### config.mk
export PLATFORM = sky130hd
export DESIGN_NAME = sector_interleave_map_builder
export DESIGN_NICKNAME = d
export VERILOG_FILES = /design/src/hw/rtl/simb_pkg.sv /design/src/hw/rtl/simb_table.sv /design/src/hw/rtl/sector_interleave_map_builder.sv
export SDC_FILE = /design/constraint.sdc
export NUM_CORES = 1
export LEC_CHECK = 0
export BUFFER_PORTS_ARGS = -buffer_cell sky130_fd_sc_hd__buf_2
export CAP_MARGIN = 20
export CELL_PAD_IN_SITES_DETAIL_PLACEMENT = 2
export CELL_PAD_IN_SITES_GLOBAL_PLACEMENT = 2
export CORE_MARGIN = 2
export CORE_UTILIZATION = 43
export DETAILED_ROUTE_END_ITERATION = 7
export PLACE_DENSITY = 0.74
export SLEW_MARGIN = 25
export SYNTH_ARGS = -nofsm -noshare
export SYNTH_HDL_FRONTEND = slang
export SYNTH_HIERARCHICAL = 1
export SYNTH_SLANG_ARGS = --single-unit
### constraint.sdc
create_clock -name clk -period 4.4 [get_ports clk]
set_input_delay 0.88 -clock clk [delete_from_list [all_inputs] [get_ports clk]]
set_output_delay 0.88 -clock clk [all_outputs]
set_load 0.01 [all_outputs]
### src/hw/rtl/simb_pkg.sv
// Shared declarations for the sector interleave map builder.
// Holds the table size constants and the control bundle that the sequencer
// sends to the slot table. No dependencies.
package simb_pkg;

    localparam int MAX_SECTORS = 64;
    localparam int SLOT_W      = $clog2(MAX_SECTORS);
    localparam int COUNT_W     = $clog2(MAX_SECTORS + 1);

    // Requests from the sequencer to the slot table.
    typedef struct packed {
        logic              clear;
        logic              wr_en;
        logic [SLOT_W-1:0] wr_addr;
        logic [SLOT_W-1:0] wr_data;
        logic              rd_en;
        logic [SLOT_W-1:0] rd_addr;
        logic [SLOT_W-1:0] probe_addr;
    } simb_table_ctrl_t;

endpackage

### src/hw/rtl/simb_table.sv
// Slot table of the sector interleave map builder: the logical sector held
// in each physical slot (synchronous RAM) and the taken mark of each slot.
// Depends on simb_pkg.
module simb_table
    import simb_pkg::*;
(
    input  logic                  clk,
    input  logic                  rst_n,
    input  simb_table_ctrl_t      ctrl,
    output logic                  probe_taken,
    output logic [SLOT_W-1:0]     rd_data
);

    logic [SLOT_W-1:0]      sector_ram_reg [MAX_SECTORS];
    logic [SLOT_W-1:0]      rd_data_reg;
    logic [MAX_SECTORS-1:0] taken_reg;
    logic [MAX_SECTORS-1:0] taken_next;

    // A clear leaves only slot 0 marked, since slot 0 always holds sector 0.
    always_comb
    begin
        taken_next = taken_reg;
        if (ctrl.clear)
        begin
            taken_next    = '0;
            taken_next[0] = 1'b1;
        end
        else if (ctrl.wr_en)
        begin
            taken_next[ctrl.wr_addr] = 1'b1;
        end
    end

    always_ff @(posedge clk or negedge rst_n)
    begin
        if (!rst_n)
        begin
            taken_reg <= '0;
        end
        else
        begin
            taken_reg <= taken_next;
        end
    end

    // Single write port, single registered read port.
    always_ff @(posedge clk)
    begin
        if (ctrl.clear)
        begin
            sector_ram_reg[0] <= '0;
        end
        else if (ctrl.wr_en)
        begin
            sector_ram_reg[ctrl.wr_addr] <= ctrl.wr_data;
        end
        if (ctrl.rd_en)
        begin
            rd_data_reg <= sector_ram_reg[ctrl.rd_addr];
        end
    end

    assign probe_taken = taken_reg[ctrl.probe_addr];
    assign rd_data     = rd_data_reg;

endmodule

### src/hw/rtl/sector_interleave_map_builder.sv
// Sector interleave map builder: one request beat yields one entry beat per sector
// (sector_count held at 64, no beats for a zero count). The interleave is first reduced
// by repeated subtraction, then each sector takes an advance step and probes slot by
// slot until it finds a free one, then each entry beat takes a read and a load.
// Only one request at a time is taken: req_stall is high while the sequencer is not idle.
// Reset (rst_n, asynchronous) returns the sequencer to idle and drops the entry beat.
module sector_interleave_map_builder
    import simb_pkg::*;
(
    input  logic               clk,
    input  logic               rst_n,
    // Request channel.
    input  logic               req_valid,
    output logic               req_stall,
    input  logic [5:0]         interleave,
    input  logic [6:0]         sector_count,
    // Entry channel.
    output logic               entry_valid,
    input  logic               entry_stall,
    output logic [5:0]         slot,
    output logic [5:0]         logical_sector,
    output logic               last_entry
);

    // The sequencer walks through the phases of one build. The interleave is
    // first reduced modulo the sector count by repeated subtraction, so that
    // each later advance needs at most one subtraction. Each logical sector
    // then advances the position and probes forward, one slot per cycle,
    // until it finds a free slot. Finally the table is read out in slot order.
    typedef enum logic [5:0] {
        ST_IDLE    = 6'b000001,
        ST_REDUCE  = 6'b000010,
        ST_ADVANCE = 6'b000100,
        ST_PROBE   = 6'b001000,
        ST_READ    = 6'b010000,
        ST_LOAD    = 6'b100000
    } simb_state_t;

    simb_state_t        state_reg,    state_next;
    logic [COUNT_W-1:0] count_reg,    count_next;
    logic [SLOT_W-1:0]  step_reg,     step_next;
    logic [SLOT_W-1:0]  pos_reg,      pos_next;
    logic [COUNT_W-1:0] sector_reg,   sector_next;
    logic [SLOT_W-1:0]  emit_reg,     emit_next;
    logic               ovalid_reg,   ovalid_next;
    logic [SLOT_W-1:0]  oslot_reg,    oslot_next;
    logic [SLOT_W-1:0]  osector_reg,  osector_next;
    logic               olast_reg,    olast_next;

    simb_table_ctrl_t   table_ctrl;
    logic               probe_taken;
    logic [SLOT_W-1:0]  rd_data;

    logic               req_accept;
    logic [COUNT_W-1:0] count_sat;
    logic [COUNT_W-1:0] adv_sum;
    logic [COUNT_W-1:0] pos_inc;
    logic               out_free;
    logic               emit_last;

    simb_table u_table (
        .clk         (clk),
        .rst_n       (rst_n),
        .ctrl        (table_ctrl),
        .probe_taken (probe_taken),
        .rd_data     (rd_data)
    );

    assign req_stall  = (state_reg != ST_IDLE);
    assign req_accept = req_valid && !req_stall;

    // Counts above the table size are held at the table size.
    assign count_sat = (sector_count > COUNT_W'(MAX_SECTORS)) ?
                       COUNT_W'(MAX_SECTORS) : sector_count;

    assign adv_sum   = {1'b0, pos_reg} + {1'b0, step_reg};
    assign pos_inc   = {1'b0, pos_reg} + COUNT_W'(1);
    assign out_free  = !ovalid_reg || !entry_stall;
    assign emit_last = (({1'b0, emit_reg} + COUNT_W'(1)) == count_reg);

    always_comb
    begin
        state_next   = state_reg;
        count_next   = count_reg;
        step_next    = step_reg;
        pos_next     = pos_reg;
        sector_next  = sector_reg;
        emit_next    = emit_reg;
        ovalid_next  = ovalid_reg;
        oslot_next   = oslot_reg;
        osector_next = osector_reg;
        olast_next   = olast_reg;

        table_ctrl            = '0;
        table_ctrl.wr_addr    = pos_reg;
        table_ctrl.wr_data    = sector_reg[SLOT_W-1:0];
        table_ctrl.rd_addr    = emit_reg;
        table_ctrl.probe_addr = pos_reg;

        // The entry beat leaves as soon as it is taken.
        if (ovalid_reg && !entry_stall)
        begin
            ovalid_next = 1'b0;
        end

        case (state_reg)
            ST_IDLE:
            begin
                if (req_accept)
                begin
                    table_ctrl.clear = 1'b1;
                    count_next  = count_sat;
                    step_next   = interleave;
                    pos_next    = '0;
                    sector_next = COUNT_W'(1);
                    emit_next   = '0;
                    if (count_sat != '0)
                    begin
                        state_next = ST_REDUCE;
                    end
                end
            end
            ST_REDUCE:
            begin
                if ({1'b0, step_reg} >= count_reg)
                begin
                    step_next = SLOT_W'({1'b0, step_reg} - count_reg);
                end
                else if (sector_reg == count_reg)
                begin
                    // A single sector: only slot 0 is filled.
                    state_next = ST_READ;
                end
                else
                begin
                    state_next = ST_ADVANCE;
                end
            end
            ST_ADVANCE:
            begin
                // Both terms are below the count, so one subtraction suffices.
                if (adv_sum >= count_reg)
                begin
                    pos_next = SLOT_W'(adv_sum - count_reg);
                end
                else
                begin
                    pos_next = adv_sum[SLOT_W-1:0];
                end
                state_next = ST_PROBE;
            end
            ST_PROBE:
            begin
                if (pos_reg == '0 || probe_taken)
                begin
                    // Slot 0 is always taken, so a wrap resumes at slot 1.
                    if (pos_inc >= count_reg)
                    begin
                        pos_next = SLOT_W'(1);
                    end
                    else
                    begin
                        pos_next = pos_inc[SLOT_W-1:0];
                    end
                end
                else
                begin
                    table_ctrl.wr_en = 1'b1;
                    if ((sector_reg + COUNT_W'(1)) == count_reg)
                    begin
                        state_next = ST_READ;
                    end
                    else
                    begin
                        sector_next = sector_reg + COUNT_W'(1);
                        state_next  = ST_ADVANCE;
                    end
                end
            end
            ST_READ:
            begin
                table_ctrl.rd_en = 1'b1;
                state_next       = ST_LOAD;
            end
            ST_LOAD:
            begin
                // The read data holds until the next read, so waiting here is safe.
                if (out_free)
                begin
                    ovalid_next  = 1'b1;
                    oslot_next   = emit_reg;
                    osector_next = rd_data;
                    olast_next   = emit_last;
                    if (emit_last)
                    begin
                        state_next = ST_IDLE;
                    end
                    else
                    begin
                        emit_next  = emit_reg + SLOT_W'(1);
                        state_next = ST_READ;
                    end
                end
            end
            default:
            begin
                state_next = ST_IDLE;
            end
        endcase
    end

    always_ff @(posedge clk or negedge rst_n)
    begin
        if (!rst_n)
        begin
            state_reg  <= ST_IDLE;
            ovalid_reg <= 1'b0;
        end
        else
        begin
            state_reg  <= state_next;
            ovalid_reg <= ovalid_next;
        end
    end

    always_ff @(posedge clk)
    begin
        count_reg   <= count_next;
        step_reg    <= step_next;
        pos_reg     <= pos_next;
        sector_reg  <= sector_next;
        emit_reg    <= emit_next;
        oslot_reg   <= oslot_next;
        osector_reg <= osector_next;
        olast_reg   <= olast_next;
    end

    assign entry_valid    = ovalid_reg;
    assign slot           = oslot_reg;
    assign logical_sector = osector_reg;
    assign last_entry     = olast_reg;

endmodule
==> impl_metrics.yaml, run 1 <==
flow_run:
  drv_cap: 0
setup_path:
  crit_arrival_ns: 4.46
  required_ns: 4.65
  cp_slowest_stage_delay_ns: 0.77
  end_kind: "register"
  crit_path_start_kind: "register"
  cpMaxStageDelayCell: "or3b_2"
  crit_chain: "mux4_2 -> nor3b_1 -> nor4_1 -> a211oi_1 -> a21oi_1 -> a21oi_1 -> nor2b_1 -> or3b_2 -> nor2_1"
  crit_top_cell: "a21oi_1"
  worstSetupPathType: "reg2reg"
  crit_fanout: 12
timing:
  min_period_over_period_pct: 95.8
  setup-tns-final_ns: 0
  slew_headroom_pct: 29.6
  setup_slack_ns: 0.184
  post-route-min-period_ns: 4.22
  slew_viol_final: 0
  clock_skew_ns: 0.0328
  rsz0062_at_grt: "yes"
  hold_viol: 0
  worst_slew_pin_slew_ns: 1.06
  max_freq_ghz: 0.237
  setup_viol: 0
routing:
  viasPerCell: 6.09
  wl_per_cell_um: 31.7
  ant_nets: 0
  vias: 12842
  wl_um: 66900
  drc_errors: 0
  drt_iter0_drc: 1076
  drt_first_pass_iters: 5
layout:
  diodes: 0
  area_delta_synth_final_pct: 12.8
  final_cells: 2108
  largest_reg_flops: 384
  num-nets-final: 1444
  drive_gt1_share_pct: 20.9
synthesis:
  postSynthAreaPerCell_um2: 16.4
  seq_area_frac_synth_pct: 67.5
  synth-seq-cells: 506
  synth_ff_type: "edfxtp_1"
  synth_area_leaders: "edfxtp_1, mux4_2, dfrtp_1, mux4_1, o22ai_1"
  synth-xor-area-share_pct: 1.69
  postSynthCellCount: 1341
  yosys.area.top_type: "edfxtp_1"
  synthMuxAreaShare_pct: 13.3
  synth_top_family_by_area: "multiplexers"
  mappedNetlistArea_mm2: 0.0220
  yosys_warnings: 6
  synth_edf_count: 435
  synth_compound_area_share_pct: 6.16
  synthArstFlopShare_pct: 14.0
  synth.top_cell.area_share_pct: 59.4
  synthSimpleGateAreaFrac_pct: 5.79
  ys_types: 74
  syn-num-nets: 1391
  synth_fa_ha_area_share_pct: 1.98
power:
  power_frac_clock_pct: 33.6
  p_leak_nw: 9.08
  p_sw_mw: 4.38
  combPwrFrac_pct: 25.0
  internal-power_mw: 9.36
  totalPowerFinal_mw: 13.7
  peakVddDrop_mv: 0.487
  switching_share_pct: 31.9
  p_seq_share_pct: 41.4
  p_per_area_mw_per_mm2: 555
floorplan:
  dieHeight_um: 230
  die-area_mm2: 0.0529
  io_pins: 32
  die_x_um: 230
  core-area_mm2: 0.0503
  start_util_pct: 43.7
  rows: 82
clocking:
  clock_latency_ns: 0.63
  clk_pin_slew_ns: 0.06
  cts_tree: "done"
  cts_made_buffers: 53
  cts_hold_buf: 0
  htree_num_levels: 2
  clock-root-buffer: "clkbuf_16"
  clock_sinks: 506
  clock_path_buffers: 3
global_route:
  grt_first_pass_wirelength_um: 100000
  grt_overflow_total: 0
  grt_pass1_vias: 14074
  met3_usage_pct: 2.80
  grtUsageMet2_pct: 43.8
  top_usage_layer: "met2"
  grt_max_degree: 100
  use_met1_pct: 35.5
  antenna_found_initial: 1
  grt_use_total_pct: 25.8
placement:
  dp_hpwl_um: 42100
  pre_cts_slack_ns: 0.109
  dp.cells: 2011
  gp_congestion: 0.807
  io_buffers: 31
worst_hold_path:
  hold_path.class: "in2async"
run_status:
  outcome: "completed"
==> synthesized netlist by cell type, types with 6 or more instances <==
master      n
a211oi_1   16
a21o_1     14
a21oi_1    19
and2_1     15
buf_1       7
buf_2      21
buf_6       6
clkbuf_1   36
dfrtp_1    70
edfxtp_1  435
ha_1       30
inv_1      81
mux2_2     16
mux2i_1    21
mux4_1     22
mux4_2     87
nand2_1    38
nand2b_1   12
nand3_1    18
nand3b_1   11
nor2_1    102
nor2b_1    13
nor3_1      8
o21ai_0     9
o21ai_1    17
o22ai_1    79
or3_1       6
xnor2_1    23
xor2_1     14
==> per-stage QoR <==
| step | hold slack (ns) | instance area, µm² | util [%] |
|---|---|---|---|
| 2_1_floorplan | 0.400 | 22000 | - |
| 3_3_place_gp | 0.409 | 23000 | 45.7 |
| 3_5_place_dp | 0.414 | 23000 | 45.7 |
| 4_1_cts | 0.427 | 24700 | 49.2 |
| 5_1_grt | 0.321 | 24800 | 49.3 |
| 6_report | 0.279 | 24800 | 49.3 |
==> path summary, 6_finish.rpt <==
path / slack (ns) / depth (start not counted) / startpoint / to
worst min register to register: 0.42 / 0 / u_table/rd_data[4] / logical_sector[4]
max in group asynchronous: 3.59 / 1 / rst_n / u_table/taken_reg[20]
worst max register to register: 0.18 / 9 / pos_reg[1] / u_table/sector_ram_reg[30][1]
worst min-delay path: 0.28 / 1 / rst_n / state_reg[4]
min in group clk: 0.42 / 0 / u_table/rd_data[4] / logical_sector[4]
worst max-delay path: 0.18 / 9 / pos_reg[1] / u_table/sector_ram_reg[30][1]
==> metal layers <==
metal	up-vias	wire length, µm
li1	5355	-
met1	6970	28400
met2	426	33800
met3	91	3010
met4	0	1630
met5	-	0
==> placed cells by master, fill, tap and decap left out, types with 6 or more instances in the layout <==
cell type / Yosys / layout
nor2_1: 102 / 84
buf_4: 4 / 39
edfxtp_1: 435 / 435
ha_1: 30 / 30
o22ai_1: 79 / 79
o21ai_0: 9 / 9
clkbuf_1: 36 / 14
a21oi_1: 19 / 18
nor2b_1: 13 / 13
dfrtp_1: 70 / 70
o21ai_1: 17 / 17
xor2_1: 14 / 14
clkinv_1: 0 / 6
bufinv_16: 0 / 6
inv_1: 81 / 80
xnor2_1: 23 / 23
and2_2: 0 / 6
nand3_1: 18 / 18
nor2_2: 0 / 18
nand2_1: 38 / 38
clkinv_2: 0 / 9
mux2_2: 16 / 16
nand3b_1: 11 / 11
buf_2: 21 / 30
nor3_1: 8 / 8
clkbuf_16: 0 / 53
a211oi_1: 16 / 16
mux2i_1: 21 / 21
buf_12: 5 / 8
nand2b_1: 12 / 12
mux4_1: 22 / 22
or3_1: 6 / 6
and2_1: 15 / 9
a21o_1: 14 / 14
mux4_2: 87 / 87
==> critical path: cells and delay by family (launching register included) <==
kind / cells / cell delay, ns
compound gates: 3 / 0.63
flops: 1 / 0.70
mux: 1 / 0.57
simple gates: 5 / 1.94
==> timing repair <==
action / in CTS / in global routing
setup buffers: 0 / 0
gates resized for setup: 0 / 18
endpoints found under the setup margin: 0 / 109
==> cells by family after synthesis <==
family          after synthesis
fa+ha+maj                    33
buf+inv                     161
compound gates              201
xor+xnor                     39
mux                         146
flops                       506
simple gates                255
==> layout make-up <==
class	instances	area, µm²
well taps	672	841
repair buffers	78	614
clock inverters	26	327
clock buffers	71	1430
inverters	81	304
fillers	4551	25500
flip-flops and latches	506	14800
multi-input cells	674	6420
==> power by group through the flow <==
stage | logic [mW] | registers (mW) | clock network, mW
final | 3.43 | 5.69 | 4.62
after detailed placement | 3.41 | 5.79 | 0
after global routing | 3.77 | 5.71 | 4.85
after global placement | 3.27 | 5.77 | 0
after floorplan | 2.52 | 5.62 | 0
after CTS | 3.44 | 5.69 | 4.69
No activity file was read; power rests on OpenSTA's default activity.
==> run 2, diff against run 1 <==
Settings changed: CTS_BUF_LIST set to sky130_fd_sc_hd__clkbuf_8 sky130_fd_sc_hd__clkbuf_16, GPL_ROUTABILITY_DRIVEN set to 1, PLACE_DENSITY 0.74 to 0.85.
==> run 2 against run 1 <==
Count of clock-buffer cells in the layout shrank 12. Non-clock buffer count is 5 higher. Worst hold slack got worse by 0.083 ns. First-iteration DRC count up 27%. Register-to-register slack got worse by 0.02 ns. Combinational power grew 6.7%. Critical path depth grew 2. Via count is 3.8% higher. Sequential share of layout area decreased by 0.32 points. Clock skew grew 0.043 ns. Setup slack lost 0.020 ns. Critical endpoint is now u_table/sector_ram_reg[29][0]. Largest cell class unchanged. Highest routed layer unchanged.
==> impl_metrics.yaml, run 2 (synthesized netlist as in run 1, its figures left out) <==
clocking:
  clock_path_buffers: 3
  clock-root-buffer: "clkbuf_16"
  cts_made_buffers: 54
  cts_hold_buf: 0
  clock_sinks: 506
  cts_tree: "done"
  clock_latency_ns: 0.66
  htree_num_levels: 2
  clk_pin_slew_ns: 0.07
setup_path:
  cpMaxStageDelayCell: "or3b_2"
  end_kind: "register"
  crit_fanout: 29
  r2r_end: "u_table/sector_ram_reg[29][0]"
  reg2reg_from: "pos_reg[0]"
  crit_chain: "buf_12 -> mux4_2 -> mux2i_1 -> mux2i_1 -> mux2i_1 -> a21oi_1 -> a21oi_1 -> nor2b_1 -> buf_4 -> or3b_2 -> nor2_1"
  cp_slowest_stage_delay_ns: 0.71
  r2r_cells: 11
  required_ns: 4.66
  worstSetupPathType: "reg2reg"
  crit_arrival_ns: 4.50
  crit_path_start_kind: "register"
  crit_top_cell: "mux2i_1"
  rrSetupSlack_ns: 0.16
timing:
  worst_slew_pin_slew_ns: 0.993
  rsz0062_at_grt: "yes"
  post-route-min-period_ns: 4.24
  clock_skew_ns: 0.0754
  hold_viol: 0
  slew_viol_final: 0
  setup_viol: 0
  setup-tns-final_ns: 0
  max_freq_ghz: 0.236
  slew_headroom_pct: 33.6
  fin_worst_hold_slack_ns: 0.196
  min_period_over_period_pct: 96.3
global_route:
  grt_first_pass_wirelength_um: 107000
  antenna_found_initial: 1
  grt_use_total_pct: 28.0
  grt_max_degree: 65
  grt_pass1_vias: 14499
  grt_overflow_total: 0
routing:
  wl_um: 73100
  drt_first_pass_iters: 7
  met1_length_um: 29000
  drc_errors: 0
  met3_length_um: 4430
  wl_per_cell_um: 34.5
  vias: 13328
  wl_met2_um: 37600
  ant_nets: 0
  viasPerCell: 6.29
  highest_layer: "met4"
  drt_iter0_drc: 1370
layout:
  layout_commonest_cell: "edfxtp_1"
  diodes: 0
  num-nets-final: 1450
  layout_common_cells: "edfxtp_1, inv_1, mux4_2, o22ai_1, dfrtp_1"
  area_delta_synth_final_pct: 13.4
  drive_gt1_share_pct: 22.6
  final_core_util_pct: 49.6
  largest_reg_flops: 384
  fillers: 4549
floorplan:
  rows: 82
  core-area_mm2: 0.0503
  io_pins: 32
  die-area_mm2: 0.0529
  start_util_pct: 43.7
  dieHeight_um: 230
  die_x_um: 230
power:
  p_per_area_mw_per_mm2: 562
  peakVddDrop_mv: 0.333
  p_leak_nw: 9.17
placement:
  dp_hpwl_um: 43700
  io_buffers: 31
  gp_congestion: 0.816
run_status:
  outcome: "completed"
worst_hold_path:
  hold_path.class: "in2async"
flow_run:
  drv_cap: 0
==> run 2: where the power goes <==
group          leakage (nW)  internal (mW)  total (mW)  switching, mW
clock network         0.927           2.57        4.65           2.08
logic                  2.67           1.37        3.66           2.29
registers              5.57           5.39        5.70          0.310
==> run 2: how the worst max path moves through the flow <==
stage | from | end | depth (start not counted)
after floorplan | pos_reg[0] | u_table/sector_ram_reg[0][2] | 12
after global placement | pos_reg[1] | u_table/sector_ram_reg[45][0] | 12
after detailed placement | pos_reg[1] | u_table/sector_ram_reg[9][3] | 12
after CTS | pos_reg[1] | u_table/sector_ram_reg[42][5] | 10
after global routing | pos_reg[0] | u_table/sector_ram_reg[29][0] | 11
final | pos_reg[0] | u_table/sector_ram_reg[29][0] | 11
==> run 2: area by class of cell <==
cell class / instances / area (µm²) / share of cell area, %
clock buffer: 59 / 1420 / 5.70
clock inverter: 43 / 349 / 1.40
inverter: 81 / 304 / 1.22
multi-input combinational: 674 / 6460 / 25.9
sequential: 506 / 14800 / 59.6
tap: 672 / 841 / 3.37
timing repair buffer: 83 / 696 / 2.79
==> run 2: metrics by stage <==
stage	instance area (µm²)	setup slack (ns)	total power, mW	instances
2_1_floorplan	22000	0.273	8.14	1341
5_1_grt	24900	-0.0159	14.5	2118
3_3_place_gp	23000	0.424	9.03	2008
6_report	24900	0.164	14.0	2118
3_5_place_dp	23000	0.129	9.26	2008
4_1_cts	24800	-0.0390	14.0	2110
==> run 2: what timing repair did <==
action,in CTS,in global routing
hold endpoints to repair,0,0
buffers inserted,0,8
pin swaps,0,1
endpoints found under the setup margin,12,331
resized for setup,1,36
==> run 2: worst max-delay path, delay by kind of cell, from the launching register on <==
kind | cells | cell delay [ns]
AOI/OAI and AO/OA | 2 | 0.38
buffers and inverters | 2 | 0.42
muxes | 4 | 1.11
and+or+nand+nor | 3 | 1.52
DFF | 1 | 0.46
==> run 2: routing by layer <==
| metal | track usage (%) | vias up |
|---|---|---|
| li1 | - | 5371 |
| met1 | 36.6 | 7246 |
| met2 | 48.7 | 588 |
| met3 | 4.04 | 123 |
| met4 | 8.31 | 0 |
| met5 | 0 | - |
